**config.mk**
```make
export PLATFORM = sky130hd
export DESIGN_NAME = lorenz_euler_step_core_flat
export DESIGN_NICKNAME = d
export VERILOG_FILES = /design/src/les_pkg.sv /design/src/les_channels.sv /design/src/les_csr.sv /design/src/les_alu.sv /design/src/lorenz_euler_step_core.sv /design/src/flat_wrapper.sv
export SDC_FILE = /design/constraint.sdc
export NUM_CORES = 2
export LEC_CHECK = 0
export BUFFER_PORTS_ARGS = -buffer_cell sky130_fd_sc_hd__clkbuf_2
export CAP_MARGIN = 0
export CELL_PAD_IN_SITES_DETAIL_PLACEMENT = 0
export CELL_PAD_IN_SITES_GLOBAL_PLACEMENT = 1
export CORE_MARGIN = 8
export CORE_UTILIZATION = 45
export DETAILED_ROUTE_END_ITERATION = 16
export GPL_ROUTABILITY_DRIVEN = 0
export PLACE_DENSITY_LB_ADDON = 0.12
export REMOVE_ABC_BUFFERS = 1
export SLEW_MARGIN = 30
export SYNTH_ARGS = -nofsm -noshare
export SYNTH_HDL_FRONTEND = slang
export SYNTH_SLANG_ARGS = --single-unit
```
**constraint.sdc**
```tcl
create_clock -name clock -period 16.3 [get_ports clock]
set_input_delay 3.26 -clock clock [delete_from_list [all_inputs] [get_ports clock]]
set_output_delay 3.26 -clock clock [all_outputs]
set_load 0.005 [all_outputs]
```
**src/les_pkg.sv**
```systemverilog
// Shared types, constants and codes for the Lorenz Euler step core.
// No dependencies; every other file of the block imports this package.
`timescale 1ns / 1ps
`default_nettype none

package les_pkg;

   // fixed-point defaults
   localparam int FRAC_BITS_DEF  = 20;
   localparam int PLANE_SIZE_DEF = 800;
   localparam int DEFAULT_SCALE  = 15;

   // payload widths
   localparam int POS_W   = 32;
   localparam int PIX_W   = 12;
   localparam int COEF_W  = 31;
   localparam int STEP_W  = 21;
   localparam int SCALE_W = 8;
   localparam int CSR_IDX_W  = 8;
   localparam int CSR_DATA_W = 32;
   localparam int WIDE_W  = 64;

   // register indexes
   localparam logic [CSR_IDX_W-1:0] CSR_SIGMA   = 8'd0;
   localparam logic [CSR_IDX_W-1:0] CSR_RHO     = 8'd1;
   localparam logic [CSR_IDX_W-1:0] CSR_BETA    = 8'd2;
   localparam logic [CSR_IDX_W-1:0] CSR_STEP    = 8'd3;
   localparam logic [CSR_IDX_W-1:0] CSR_START_X = 8'd4;
   localparam logic [CSR_IDX_W-1:0] CSR_START_Y = 8'd5;
   localparam logic [CSR_IDX_W-1:0] CSR_START_Z = 8'd6;
   localparam logic [CSR_IDX_W-1:0] CSR_SCALE   = 8'd7;

   typedef struct packed {
      logic [COEF_W-1:0]        sigma;
      logic [COEF_W-1:0]        rho;
      logic [COEF_W-1:0]        beta;
      logic [STEP_W-1:0]        step;
      logic signed [POS_W-1:0]  start_x;
      logic signed [POS_W-1:0]  start_y;
      logic signed [POS_W-1:0]  start_z;
      logic [SCALE_W-1:0]       scale;
   } cfg_type;

   typedef enum logic [2:0] {
      ALU_NOP,
      ALU_ADD,    // sat32(a + b)
      ALU_SUB,    // sat32(a - b)
      ALU_FMUL,   // sat32(floor(a * b / 2^F))
      ALU_WMUL,   // exact product into the wide register
      ALU_COL,    // column pixel from wide register
      ALU_ROW     // row pixel from wide register
   } alu_op_type;

   typedef struct packed {
      alu_op_type               op;
      logic signed [POS_W-1:0]  a;
      logic signed [POS_W-1:0]  b;
   } alu_req_type;

   typedef struct packed {
      logic signed [POS_W-1:0]  res;
      logic signed [PIX_W-1:0]  pix;
   } alu_rsp_type;

   typedef enum logic [4:0] {
      ST_IDLE,
      ST_D1, ST_P1, ST_Q1, ST_X,
      ST_D2, ST_P2, ST_D3, ST_Q2, ST_Y,
      ST_P3, ST_Q3, ST_D4, ST_Q4, ST_Z,
      ST_PX, ST_PC, ST_PZ, ST_PR,
      ST_DONE
   } state_type;

endpackage

`default_nettype wire

```
**src/les_channels.sv**
```systemverilog
// Valid/ready channel interfaces of the Lorenz Euler step core: step request,
// step result and register write. Depends on les_pkg for payload widths.
`timescale 1ns / 1ps
`default_nettype none

interface les_req_if
   import les_pkg::*;
   ();
   logic valid;
   logic ready;
   logic restart;

   modport source (output valid, output restart, input ready);
   modport sink   (input valid, input restart, output ready);
endinterface

interface les_rsp_if
   import les_pkg::*;
   ();
   logic                     valid;
   logic                     ready;
   logic signed [POS_W-1:0]  pos_x;
   logic signed [POS_W-1:0]  pos_y;
   logic signed [POS_W-1:0]  pos_z;
   logic signed [PIX_W-1:0]  plot_col;
   logic signed [PIX_W-1:0]  plot_row;

   modport source (output valid, output pos_x, output pos_y, output pos_z,
                   output plot_col, output plot_row, input ready);
   modport sink   (input valid, input pos_x, input pos_y, input pos_z,
                   input plot_col, input plot_row, output ready);
endinterface

interface les_csr_if
   import les_pkg::*;
   ();
   logic                   valid;
   logic                   ready;
   logic [CSR_IDX_W-1:0]   index;
   logic [CSR_DATA_W-1:0]  data;

   modport source (output valid, output index, output data, input ready);
   modport sink   (input valid, input index, input data, output ready);
endinterface

`default_nettype wire

```
**src/les_csr.sv**
```systemverilog
// Configuration register file of the Lorenz Euler step core.
// Depends on les_pkg and the les_csr_if channel interface.
`timescale 1ns / 1ps
`default_nettype none

module les_csr
   import les_pkg::*;
#(
   parameter int FRAC_BITS = FRAC_BITS_DEF
) (
   input  wire logic   clock,
   input  wire logic   reset,
   les_csr_if.sink     csr_chan,
   output cfg_type     cfg
);

   localparam logic [63:0] ONE = 64'd1 << FRAC_BITS;
   localparam logic [COEF_W-1:0] SIGMA_RST = COEF_W'(64'd10 * ONE);
   localparam logic [COEF_W-1:0] RHO_RST   = COEF_W'(64'd28 * ONE);
   localparam logic [COEF_W-1:0] BETA_RST  = COEF_W'((64'd8 * ONE + 64'd1) / 64'd3);
   localparam logic [STEP_W-1:0] STEP_RST  = STEP_W'((ONE + 64'd50) / 64'd100);
   localparam logic [POS_W-1:0]  START_X_RST = POS_W'(ONE);

   cfg_type cfg_ff;
   logic    wr_en;

   assign csr_chan.ready = 1'b1;
   assign wr_en = csr_chan.valid;
   assign cfg = cfg_ff;

   always_ff @(posedge clock) begin
      if (reset) begin
         cfg_ff.sigma   <= SIGMA_RST;
         cfg_ff.rho     <= RHO_RST;
         cfg_ff.beta    <= BETA_RST;
         cfg_ff.step    <= STEP_RST;
         cfg_ff.start_x <= START_X_RST;
         cfg_ff.start_y <= '0;
         cfg_ff.start_z <= '0;
         cfg_ff.scale   <= SCALE_W'(DEFAULT_SCALE);
      end else if (wr_en) begin
         case (csr_chan.index)
            CSR_SIGMA:   cfg_ff.sigma   <= csr_chan.data[COEF_W-1:0];
            CSR_RHO:     cfg_ff.rho     <= csr_chan.data[COEF_W-1:0];
            CSR_BETA:    cfg_ff.beta    <= csr_chan.data[COEF_W-1:0];
            CSR_STEP:    cfg_ff.step    <= csr_chan.data[STEP_W-1:0];
            CSR_START_X: cfg_ff.start_x <= csr_chan.data[POS_W-1:0];
            CSR_START_Y: cfg_ff.start_y <= csr_chan.data[POS_W-1:0];
            CSR_START_Z: cfg_ff.start_z <= csr_chan.data[POS_W-1:0];
            CSR_SCALE:   cfg_ff.scale   <= csr_chan.data[SCALE_W-1:0];
            default: begin
               // unknown index: write dropped
            end
         endcase
      end
   end

endmodule

`default_nettype wire

```
**src/les_alu.sv**
```systemverilog
// Shared arithmetic unit: saturating add/sub, fixed-point multiply and the
// pixel projection, one operation per cycle, registered results. Uses les_pkg.
`timescale 1ns / 1ps
`default_nettype none

module les_alu
   import les_pkg::*;
#(
   parameter int FRAC_BITS  = FRAC_BITS_DEF,
   parameter int PLANE_SIZE = PLANE_SIZE_DEF
) (
   input  wire logic   clock,
   input  alu_req_type alu_req,
   output alu_rsp_type alu_rsp
);

   localparam logic signed [WIDE_W-1:0] COL_BASE =
      WIDE_W'(PLANE_SIZE / 2) <<< FRAC_BITS;
   localparam logic signed [WIDE_W-1:0] ROW_BASE =
      WIDE_W'(PLANE_SIZE) <<< FRAC_BITS;
   localparam logic signed [WIDE_W-1:0] TRUNC_ADJ =
      (WIDE_W'(1) <<< FRAC_BITS) - WIDE_W'(1);
   localparam logic signed [WIDE_W-1:0] MAX32 = 64'sd2147483647;
   localparam logic signed [WIDE_W-1:0] MIN32 = -64'sd2147483648;
   localparam logic signed [WIDE_W-1:0] MAX12 = 64'sd2047;
   localparam logic signed [WIDE_W-1:0] MIN12 = -64'sd2048;

   logic signed [POS_W-1:0]   res_ff, res_in;
   logic signed [PIX_W-1:0]   pix_ff, pix_in;
   logic signed [WIDE_W-1:0]  wide_ff, wide_in;

   logic signed [POS_W:0]     sum;
   logic signed [WIDE_W-1:0]  prod;
   logic signed [WIDE_W-1:0]  shifted;
   logic signed [WIDE_W-1:0]  proj;
   logic signed [WIDE_W-1:0]  proj_t;

   always_comb begin
      res_in  = res_ff;
      pix_in  = pix_ff;
      wide_in = wide_ff;

      if (alu_req.op == ALU_SUB) begin
         sum = {alu_req.a[POS_W-1], alu_req.a} - {alu_req.b[POS_W-1], alu_req.b};
      end else begin
         sum = {alu_req.a[POS_W-1], alu_req.a} + {alu_req.b[POS_W-1], alu_req.b};
      end

      prod    = WIDE_W'(alu_req.a) * WIDE_W'(alu_req.b);
      shifted = prod >>> FRAC_BITS;   // floor

      if (alu_req.op == ALU_ROW) begin
         proj = ROW_BASE - wide_ff;
      end else begin
         proj = COL_BASE + wide_ff;
      end
      // truncate toward zero
      if (proj[WIDE_W-1]) begin
         proj_t = (proj + TRUNC_ADJ) >>> FRAC_BITS;
      end else begin
         proj_t = proj >>> FRAC_BITS;
      end

      case (alu_req.op)
         ALU_ADD, ALU_SUB: begin
            if (sum[POS_W] != sum[POS_W-1]) begin
               res_in = sum[POS_W] ? {1'b1, {(POS_W-1){1'b0}}} : {1'b0, {(POS_W-1){1'b1}}};
            end else begin
               res_in = sum[POS_W-1:0];
            end
         end
         ALU_FMUL: begin
            if (shifted > MAX32) begin
               res_in = MAX32[POS_W-1:0];
            end else if (shifted < MIN32) begin
               res_in = MIN32[POS_W-1:0];
            end else begin
               res_in = shifted[POS_W-1:0];
            end
         end
         ALU_WMUL: begin
            wide_in = prod;
         end
         ALU_COL, ALU_ROW: begin
            if (proj_t > MAX12) begin
               pix_in = MAX12[PIX_W-1:0];
            end else if (proj_t < MIN12) begin
               pix_in = MIN12[PIX_W-1:0];
            end else begin
               pix_in = proj_t[PIX_W-1:0];
            end
         end
         default: begin
            // hold
         end
      endcase
   end

   always_ff @(posedge clock) begin
      res_ff  <= res_in;
      pix_ff  <= pix_in;
      wide_ff <= wide_in;
   end

   assign alu_rsp.res = res_ff;
   assign alu_rsp.pix = pix_ff;

endmodule

`default_nettype wire

```
**src/lorenz_euler_step_core.sv**
```systemverilog
// Top level of the Lorenz Euler step core: sequencer, state registers and
// result register. Uses les_pkg, les_channels, les_csr and les_alu.
`timescale 1ns / 1ps
`default_nettype none

// Each request item advances (x, y, z) by one Euler step of the Lorenz system
// and returns one result item with the new point and its x-z pixel
// projection. A request is taken only while the sequencer is idle; a step
// runs 18 operations in sequence on one shared saturating add/multiply unit,
// and the sequencer returns to idle once the result is loaded. The result
// waits in an output register, so the next request is taken while it is
// still unclaimed; a step finishing while the previous result is still held
// waits until that one is taken. Register writes are accepted every cycle
// and must come only while idle.
module lorenz_euler_step_core
   import les_pkg::*;
#(
   parameter int FRAC_BITS  = FRAC_BITS_DEF,
   parameter int PLANE_SIZE = PLANE_SIZE_DEF
) (
   input  wire logic   clock,
   input  wire logic   reset,
   les_req_if.sink     req_chan,
   les_rsp_if.source   rsp_chan,
   les_csr_if.sink     csr_chan
);

   localparam logic signed [POS_W-1:0] CUR_X_RST = POS_W'(64'd1 << FRAC_BITS);

   cfg_type      cfg;
   alu_req_type  alu_req;
   alu_rsp_type  alu_rsp;

   state_type    state_ff, state_in;

   logic signed [POS_W-1:0] cur_x_ff, cur_y_ff, cur_z_ff;
   logic signed [POS_W-1:0] tmp_ff;
   logic signed [PIX_W-1:0] col_ff;

   logic                    rsp_valid_ff;
   logic signed [POS_W-1:0] rsp_x_ff, rsp_y_ff, rsp_z_ff;
   logic signed [PIX_W-1:0] rsp_col_ff, rsp_row_ff;

   logic req_take;
   logic out_free;

   logic signed [POS_W-1:0] sg, rh, bt, dt, sc;

   les_csr #(
      .FRAC_BITS (FRAC_BITS)
   ) u_csr (
      .clock    (clock),
      .reset    (reset),
      .csr_chan (csr_chan),
      .cfg      (cfg)
   );

   les_alu #(
      .FRAC_BITS  (FRAC_BITS),
      .PLANE_SIZE (PLANE_SIZE)
   ) u_alu (
      .clock   (clock),
      .alu_req (alu_req),
      .alu_rsp (alu_rsp)
   );

   assign sg = POS_W'(cfg.sigma);
   assign rh = POS_W'(cfg.rho);
   assign bt = POS_W'(cfg.beta);
   assign dt = POS_W'(cfg.step);
   assign sc = POS_W'(cfg.scale);

   assign req_chan.ready = (state_ff == ST_IDLE);
   assign req_take = req_chan.valid && (state_ff == ST_IDLE);
   assign out_free = !rsp_valid_ff || rsp_chan.ready;

   always_comb begin
      state_in  = state_ff;
      alu_req.op = ALU_NOP;
      alu_req.a  = alu_rsp.res;
      alu_req.b  = alu_rsp.res;
      case (state_ff)
         ST_IDLE: if (req_take) state_in = ST_D1;
         ST_D1: begin
            alu_req = '{ALU_SUB, cur_y_ff, cur_x_ff};
            state_in = ST_P1;
         end
         ST_P1: begin
            alu_req = '{ALU_FMUL, sg, alu_rsp.res};
            state_in = ST_Q1;
         end
         ST_Q1: begin
            alu_req = '{ALU_FMUL, alu_rsp.res, dt};
            state_in = ST_X;
         end
         ST_X: begin
            alu_req = '{ALU_ADD, cur_x_ff, alu_rsp.res};
            state_in = ST_D2;
         end
         ST_D2: begin   // new x lands in cur_x here
            alu_req = '{ALU_SUB, rh, cur_z_ff};
            state_in = ST_P2;
         end
         ST_P2: begin
            alu_req = '{ALU_FMUL, cur_x_ff, alu_rsp.res};
            state_in = ST_D3;
         end
         ST_D3: begin
            alu_req = '{ALU_SUB, alu_rsp.res, cur_y_ff};
            state_in = ST_Q2;
         end
         ST_Q2: begin
            alu_req = '{ALU_FMUL, alu_rsp.res, dt};
            state_in = ST_Y;
         end
         ST_Y: begin
            alu_req = '{ALU_ADD, cur_y_ff, alu_rsp.res};
            state_in = ST_P3;
         end
         ST_P3: begin   // new y lands in cur_y here
            alu_req = '{ALU_FMUL, cur_x_ff, alu_rsp.res};
            state_in = ST_Q3;
         end
         ST_Q3: begin   // x*y parked in tmp
            alu_req = '{ALU_FMUL, bt, cur_z_ff};
            state_in = ST_D4;
         end
         ST_D4: begin
            alu_req = '{ALU_SUB, tmp_ff, alu_rsp.res};
            state_in = ST_Q4;
         end
         ST_Q4: begin
            alu_req = '{ALU_FMUL, alu_rsp.res, dt};
            state_in = ST_Z;
         end
         ST_Z: begin
            alu_req = '{ALU_ADD, cur_z_ff, alu_rsp.res};
            state_in = ST_PX;
         end
         ST_PX: begin   // new z lands in cur_z here
            alu_req = '{ALU_WMUL, sc, cur_x_ff};
            state_in = ST_PC;
         end
         ST_PC: begin
            alu_req.op = ALU_COL;
            state_in = ST_PZ;
         end
         ST_PZ: begin
            alu_req = '{ALU_WMUL, sc, cur_z_ff};
            state_in = ST_PR;
         end
         ST_PR: begin
            alu_req.op = ALU_ROW;
            state_in = ST_DONE;
         end
         ST_DONE: if (out_free) state_in = ST_IDLE;
         default: state_in = ST_IDLE;
      endcase
   end

   always_ff @(posedge clock) begin
      if (reset) begin
         state_ff <= ST_IDLE;
      end else begin
         state_ff <= state_in;
      end
   end

   always_ff @(posedge clock) begin
      if (reset) begin
         cur_x_ff <= CUR_X_RST;
         cur_y_ff <= '0;
         cur_z_ff <= '0;
      end else begin
         if (req_take && req_chan.restart) begin
            cur_x_ff <= cfg.start_x;
            cur_y_ff <= cfg.start_y;
            cur_z_ff <= cfg.start_z;
         end
         if (state_ff == ST_D2) cur_x_ff <= alu_rsp.res;
         if (state_ff == ST_P3) cur_y_ff <= alu_rsp.res;
         if (state_ff == ST_PX) cur_z_ff <= alu_rsp.res;
      end
   end

   always_ff @(posedge clock) begin
      if (state_ff == ST_Q3) tmp_ff <= alu_rsp.res;
      if (state_ff == ST_PZ) col_ff <= alu_rsp.pix;
   end

   always_ff @(posedge clock) begin
      if (reset) begin
         rsp_valid_ff <= 1'b0;
      end else if (state_ff == ST_DONE && out_free) begin
         rsp_valid_ff <= 1'b1;
      end else if (rsp_chan.ready) begin
         rsp_valid_ff <= 1'b0;
      end
   end

   always_ff @(posedge clock) begin
      if (state_ff == ST_DONE && out_free) begin
         rsp_x_ff   <= cur_x_ff;
         rsp_y_ff   <= cur_y_ff;
         rsp_z_ff   <= cur_z_ff;
         rsp_col_ff <= col_ff;
         rsp_row_ff <= alu_rsp.pix;
      end
   end

   assign rsp_chan.valid    = rsp_valid_ff;
   assign rsp_chan.pos_x    = rsp_x_ff;
   assign rsp_chan.pos_y    = rsp_y_ff;
   assign rsp_chan.pos_z    = rsp_z_ff;
   assign rsp_chan.plot_col = rsp_col_ff;
   assign rsp_chan.plot_row = rsp_row_ff;

`ifndef SYNTHESIS
   a_take_starts: assert property (@(posedge clock) disable iff (reset)
      req_take |=> state_ff == ST_D1)
      else $error("taken item did not start the step sequence");

   a_rsp_from_done: assert property (@(posedge clock) disable iff (reset)
      $rose(rsp_valid_ff) |-> $past(state_ff) == ST_DONE)
      else $error("result raised outside the final step");

   a_done_delivers: assert property (@(posedge clock) disable iff (reset)
      (state_ff == ST_DONE && out_free) |=> rsp_valid_ff && state_ff == ST_IDLE)
      else $error("finished step not loaded into result register");
`endif

endmodule

`default_nettype wire

```
**src/flat_wrapper.sv**
```systemverilog
// flat-port wrapper written by rule: the top's interface ports become plain ports
module lorenz_euler_step_core_flat import les_pkg::*;
#(
   parameter int FRAC_BITS  = FRAC_BITS_DEF,
   parameter int PLANE_SIZE = PLANE_SIZE_DEF
)
  (clock, reset, req_chan_valid, req_chan_restart, req_chan_ready, rsp_chan_valid, rsp_chan_pos_x, rsp_chan_pos_y, rsp_chan_pos_z, rsp_chan_plot_col, rsp_chan_plot_row, rsp_chan_ready, csr_chan_valid, csr_chan_index, csr_chan_data, csr_chan_ready);
  les_req_if req_chan_i ();
  les_rsp_if rsp_chan_i ();
  les_csr_if csr_chan_i ();
  input  wire logic clock;
  input  wire logic reset;
  input wire logic [$bits(req_chan_i.valid)-1:0] req_chan_valid;
  input wire logic [$bits(req_chan_i.restart)-1:0] req_chan_restart;
  output wire logic [$bits(req_chan_i.ready)-1:0] req_chan_ready;
  output wire logic [$bits(rsp_chan_i.valid)-1:0] rsp_chan_valid;
  output wire logic [$bits(rsp_chan_i.pos_x)-1:0] rsp_chan_pos_x;
  output wire logic [$bits(rsp_chan_i.pos_y)-1:0] rsp_chan_pos_y;
  output wire logic [$bits(rsp_chan_i.pos_z)-1:0] rsp_chan_pos_z;
  output wire logic [$bits(rsp_chan_i.plot_col)-1:0] rsp_chan_plot_col;
  output wire logic [$bits(rsp_chan_i.plot_row)-1:0] rsp_chan_plot_row;
  input wire logic [$bits(rsp_chan_i.ready)-1:0] rsp_chan_ready;
  input wire logic [$bits(csr_chan_i.valid)-1:0] csr_chan_valid;
  input wire logic [$bits(csr_chan_i.index)-1:0] csr_chan_index;
  input wire logic [$bits(csr_chan_i.data)-1:0] csr_chan_data;
  output wire logic [$bits(csr_chan_i.ready)-1:0] csr_chan_ready;
  assign req_chan_i.valid = req_chan_valid;
  assign req_chan_i.restart = req_chan_restart;
  assign req_chan_ready = req_chan_i.ready;
  assign rsp_chan_valid = rsp_chan_i.valid;
  assign rsp_chan_pos_x = rsp_chan_i.pos_x;
  assign rsp_chan_pos_y = rsp_chan_i.pos_y;
  assign rsp_chan_pos_z = rsp_chan_i.pos_z;
  assign rsp_chan_plot_col = rsp_chan_i.plot_col;
  assign rsp_chan_plot_row = rsp_chan_i.plot_row;
  assign rsp_chan_i.ready = rsp_chan_ready;
  assign csr_chan_i.valid = csr_chan_valid;
  assign csr_chan_i.index = csr_chan_index;
  assign csr_chan_i.data = csr_chan_data;
  assign csr_chan_ready = csr_chan_i.ready;
  lorenz_euler_step_core #(.FRAC_BITS(FRAC_BITS), .PLANE_SIZE(PLANE_SIZE)) u_core (.clock(clock), .reset(reset), .req_chan(req_chan_i), .rsp_chan(rsp_chan_i), .csr_chan(csr_chan_i));
endmodule
```
# Word level (Yosys, flattened, before mapping)
# Cells that the tools add are included.
[word_totals]
ff_bits = 592
input_bits = 46
[classes]
n_addsub = 5
n_mul = 1
n_lt_le_gt_ge = 4
eq_ne = 35
mux = 22
reduce_logical = 29
[ops]
columns = ["operator", "n"]
rows = [
  ["$pmux W64 S12", 1],
  ["$mux W32", 10],
  ["$mux W64", 2],
  ["$pmux W5 S20", 1],
  ["$add A30 B64 Y64 const A", 1],
  ["$add A64 B21 Y64 const B", 1],
  ["$gt A64 B12 Y1 const B", 1],
  ["$lt A64 B12 Y1 const B", 1],
  ["$mul A32 B32 Y64", 1],
  ["$pmux W32 S2", 1],
  ["$sub A31 B64 Y64 const A", 1],
  ["$gt A44 B32 Y1 const B", 1],
  ["$lt A44 B32 Y1 const B", 1],
  ["$eq A5 B4 Y1 const B", 8],
  ["$add A32 B32 Y33", 1],
  ["$mux W33", 1],
  ["$sub A32 B32 Y33", 1],
  ["$eq A8 B3 Y1 const B", 4],
  ["$eq A5 B3 Y1 const B", 4],
  ["$eq A5 B5 Y1 const B", 4],
  ["$pmux W3 S6", 1],
  ["$reduce_and A2 Y1", 9],
  ["$eq A8 B2 Y1 const B", 2],
  ["$mux W12", 1],
  ["20 further kinds", 37],
]

# Longest topological paths before layout
[logic_depth]
depth_word = 9
depth_mapped = 46
depth_no_buf = 37

# Hierarchy
# Synthesis repeated with hierarchy kept, for this count alone.
[unflattened]
hier_cells = 7117
hier_area_um2 = 67344.6
[by_module_without_submodules]
columns = ["mod", "instances", "cells_per_inst", "area_each_um2", "seq_area_each_um2"]
rows = [
  ["les_alu", 1, 5192, 46649.7, 3243.1],
  ["lorenz_euler_step_core", 1, 1144, 12055.3, 6966.7],
  ["les_csr", 1, 781, 8639.5, 4364.2],
]

# Worst setup path before layout
# OpenSTA, ideal clock, no wires.
[synth_timing]
path_type = "reg-to-reg"
start = "register u_core.state_ff[2]"
end = "register u_core.u_alu.res_ff[10], data pin"
setup_ps = 270
t_arrival_ps = 13110
t_required_ps = 16030
slack_ps = 2920
path_stages_with_launch = 43
cell_sequence = "dfxtp_1 clkbuf_1 nor3_1 clkbuf_1 clkbuf_1 and3_1 nand2b_1 clkbuf_1 nand2_1 and3_1 clkbuf_1 inv_2 clkbuf_1 nand2_1 fa_1 inv_1 fa_1 inv_1 [... 7 more ...] fa_1 inv_1 ha_1 clkbuf_1 nand3_1 and3_1 a211oi_1 a211oi_1 o21ai_0 a21boi_0 o41ai_1 nand4_1 o311a_1 or4_1 or4_1 o21ai_1 clkbuf_1 a21oi_1"
[synth_between]
elab_chain_cells = 8
[synth_lines]
columns = ["item", "line_no", "source"]
rows = [
  ["start, declared", "lorenz_euler_step_core.sv:34", "state_type state_ff, state_in;"],
  ["start signal, assigned", "lorenz_euler_step_core.sv:165", "state_ff <= state_in;"],
  ["$eq A5 B2 Y1, or another cell as far along", "lorenz_euler_step_core.sv:82", "case (state_ff)"],
  ["$reduce_or A3 Y1 (no source line)", "-", ""],
  ["$pmux W64 S12 *", "lorenz_euler_step_core.sv:82", ""],
  ["$mul A32 B32 Y64 *", "les_alu.sv:49", "prod = WIDE_W'(alu_req.a) * WIDE_W'(alu_req.b);"],
  ["net u_core.u_alu.prod[51]", "les_alu.sv:33", "logic signed [WIDE_W-1:0] prod;"],
  ["$lt A44 B32 Y1", "les_alu.sv:75", "end else if (shifted < MIN32) begin"],
  ["$mux W32", "les_alu.sv:75", ""],
  ["$mux W32 *", "les_alu.sv:73", "if (shifted > MAX32) begin"],
  ["$pmux W32 S2 *", "les_alu.sv:64", "case (alu_req.op)"],
  ["net u_core.u_alu.res_in[10]", "les_alu.sv:28", "logic signed [POS_W-1:0] res_ff, res_in;"],
  ["end signal, assigned", "les_alu.sv:100", "res_ff <= res_in;"],
  ["end, declared", "les_alu.sv:28", ""],
]
# The timed path passes the listed nets; every way through them passes the cells marked *.
# A chain may end at the register's enable or synchronous reset.

# Worst setup path in the final report
[layout_timing]
start = "register u_core.state_ff[2]"
end = "register u_core.u_alu.res_ff[2], data pin"
# Same word-level chain as after synthesis.

==> run_results.csv <==
group,metric,value,unit
setup_path,critPathRequiredTime,16.68,ns
floorplanning,start_util,45.1,%
clock_tree,tritoncts,"yes",
synthesis,netlist_area,66300,sq um
floorplanning,die_area,160000,sq um
clock_tree,clkSinkCount,592,
clock_tree,path_clk_slew,0.06,ns
place,portBuffers,167,
setup_path,cp.buffers_inverters,11,
sta,fin_worst_skew,0.0502,ns
sta,rsz0062_at_grt,"no",
synthesis,ys_types,102,
drt,wl_per_cell,25.3,um
synthesis,avgSynthCellArea,8.92,sq um
drt,drt-total-wl,237,mm
clock_tree,post_cts_buffers,0,
drt,vias,53802,
synthesis,ys_ff_latch,592,
grt,antenna_found_initial,4,
floorplanning,rows,141,
clock_tree,clock_path_buffers,3,
setup_path,path_max_fanout,31,
final_layout,multi_input_area,46000,sq um
clock_tree,cts_buffers,69,
grt,grt_pass1_vias,55601,
floorplanning,ios,169,
drt,drc,0,
final_layout,final_common_cell,"inv_1",
clock_tree,clk_latency,0.69,ns
setup_path,slowest_delay,0.96,ns
final_layout,seqCellArea,14600,sq um
final_layout,final_cell_mix,"inv_1 (1213), nand2_1 (1139), fa_1 (1083), nor2_1 (752), a21oi_1 (374)",
floorplanning,core_area,147000,sq um
setup_path,worst-path-stages,37,
synthesis,synth_cells,7428,
synthesis,ys_async_sr_fraction,0,%
floorplanning,die_h,400,um
status,status,"complete, no violations",
synthesis,ys.flop_type,"dfxtp_1",
drt,dr.pass1.iters,7,
sta,timing.slew.headroom,27.8,%
sta,timing.fmax,69.7,MHz
setup_path,cp_data_arrival_time,14.72,ns
final_layout,fin_util,49.0,%
final_layout,drive_above_1_share,7.74,%
clock_tree,h-tree-depth,3,
setup_path,r2r_cells,37,
floorplanning,die_w,400,um
clock_tree,root_buffer,"clkbuf_16",
setup_path,critical_path_class,"reg2reg",
sta,finalCriticalPeriod,14.34,ns
min_path,min_path_cells,0,
final_layout,layout.nets,8713,
drt,viasPerCell,5.75,
drt,drtAntennaViolNets,0,
clock_tree,hold_buffers,0,
grt,grt_util_all_layers,29.9,%
sta,tightest_slew,1.07,ns
sta,setup_viol,0,
setup_path,worstSetupEndpointType,"flip-flop",
synthesis,yosysWarnings,0,
grt,grt.overflow.total,0,
setup_path,cp_slowest_cell,"fa_1",
sta,drv_slew,0,
setup_path,critPathLaunchType,"flip-flop",
grt,grt_max_degree,146,
synthesis,seq_area_frac_synth,22.0,%
min_path,hold_path_class,"reg2reg",
drt,drt_iter0_drc,4929,
final_layout,area_delta_synth_final,8.62,%
setup_path,r2r_setup_slack,1.96,ns
job,drv_cap,0,
final_layout,num-fill-cells,14138,
place,dp_hpwl,181,mm
sta,fin_crit_sh,88.0,%
synthesis,synth_edf_count,272,
setup_path,cp_top_family,"adder cells",
sta,finalHoldViolations,0,
grt,grt_pass1_wl,360,mm
clock_tree,ctsResizeCount,0,
[registers in the layout, summed over array words and instances (netlist names)]
| name | cells |
|---|---|
| u_core.rsp_chan.plot_col | 12 |
| u_core.cur_x_ff | 32 |
| u_core.cur_z_ff | 32 |
| u_core.rsp_chan.pos_y | 32 |
| u_core.u_alu.res_ff | 32 |
| u_core.rsp_chan.plot_row | 12 |
| u_core.u_alu.pix_ff | 12 |
| u_core.u_alu.wide_ff | 64 |
| u_core.state_ff | 5 |
| u_core.cur_y_ff | 32 |
| u_core.rsp_chan.valid | 1 |
| u_core.rsp_chan.pos_z | 32 |
| u_core.tmp_ff | 32 |
| u_core.u_csr.cfg | 218 |
| u_core.rsp_chan.pos_x | 32 |
| u_core.col_ff | 12 |
[layout make-up]
type	count	share of cell area, %
timing repair buffer	326	2.88
tap	1930	3.35
clock buffer	94	2.78
clock inverter	34	0.438
sequential	592	20.2
antenna	3	0.0104
multi-input combinational	5153	63.9
inverter	1221	6.37
[through the flow]
stage | area (sq um) | setup TNS [ns] | std cells | setup slack [ns] | hold WS [ns]
final | 72000 | 0 | 9353 | 1.96 | 0.418
after global routing | 72000 | 0 | 9350 | 1.53 | 0.436
after CTS | 71900 | 0 | 9348 | 2.27 | 0.419
after detailed placement | 69600 | 0 | 9220 | 2.33 | 0.405
after global placement | 69600 | 0 | 9220 | 2.50 | 0.402
after floorplan | 64500 | -1.63 | 6966 | -0.0525 | 0.400
[routing by layer]
metal	share of wire (%)	GRT usage, %	wire length (um)
met1	41	39.5	96700
met2	45	47.5	107000
met3	7.5	5.09	17800
met4	6.2	15.1	14700
met5	0	0	0
[kinds of logic after synthesis]
group / count (synthesis) / share of synthesized area [%]
adders and majority gates: 1304 / 36.9
AOI/OAI and AO/OA: 1106 / 11.2
and+or+nand+nor: 2441 / 16.1
muxes: 108 / 1.63
other: 1 / 0.00566
DFF: 592 / 22.0
xor gates and xnor gates: 193 / 2.55
buffers and inverters: 1683 / 9.60
[worst paths after layout]
| path | from | endpoint |
|---|---|---|
| setup / recovery | u_core.state_ff[2]$_SDFFE_PP0P_ | u_core.u_alu.res_ff[2]$_DFFE_PP_ |
| setup reg to reg | u_core.state_ff[2]$_SDFFE_PP0P_ | u_core.u_alu.res_ff[2]$_DFFE_PP_ |
| hold / removal | u_core.col_ff[4]$_DFFE_PN_ | u_core.rsp_chan.plot_col[4]$_DFFE_PP_ |
| hold reg to reg | u_core.col_ff[4]$_DFFE_PN_ | u_core.rsp_chan.plot_col[4]$_DFFE_PP_ |
[Yosys cell counts (108+ instances only)]
cell type	instances	area, sq um
inv_1	1215	4560
mux2i_1	108	1080
nor2_1	756	2840
nand2_1	1143	4290
a211oi_1	148	1110
dfxtp_1	320	6410
a21oi_1	376	1880
ha_1	221	2770
clkbuf_1	401	1510
edfxtp_1	272	8170
fa_1	1083	21700
xnor2_1	131	1150
Power is not shown: default switching activity piles up to over one toggle a cycle in this logic, so the estimate is an artifact.
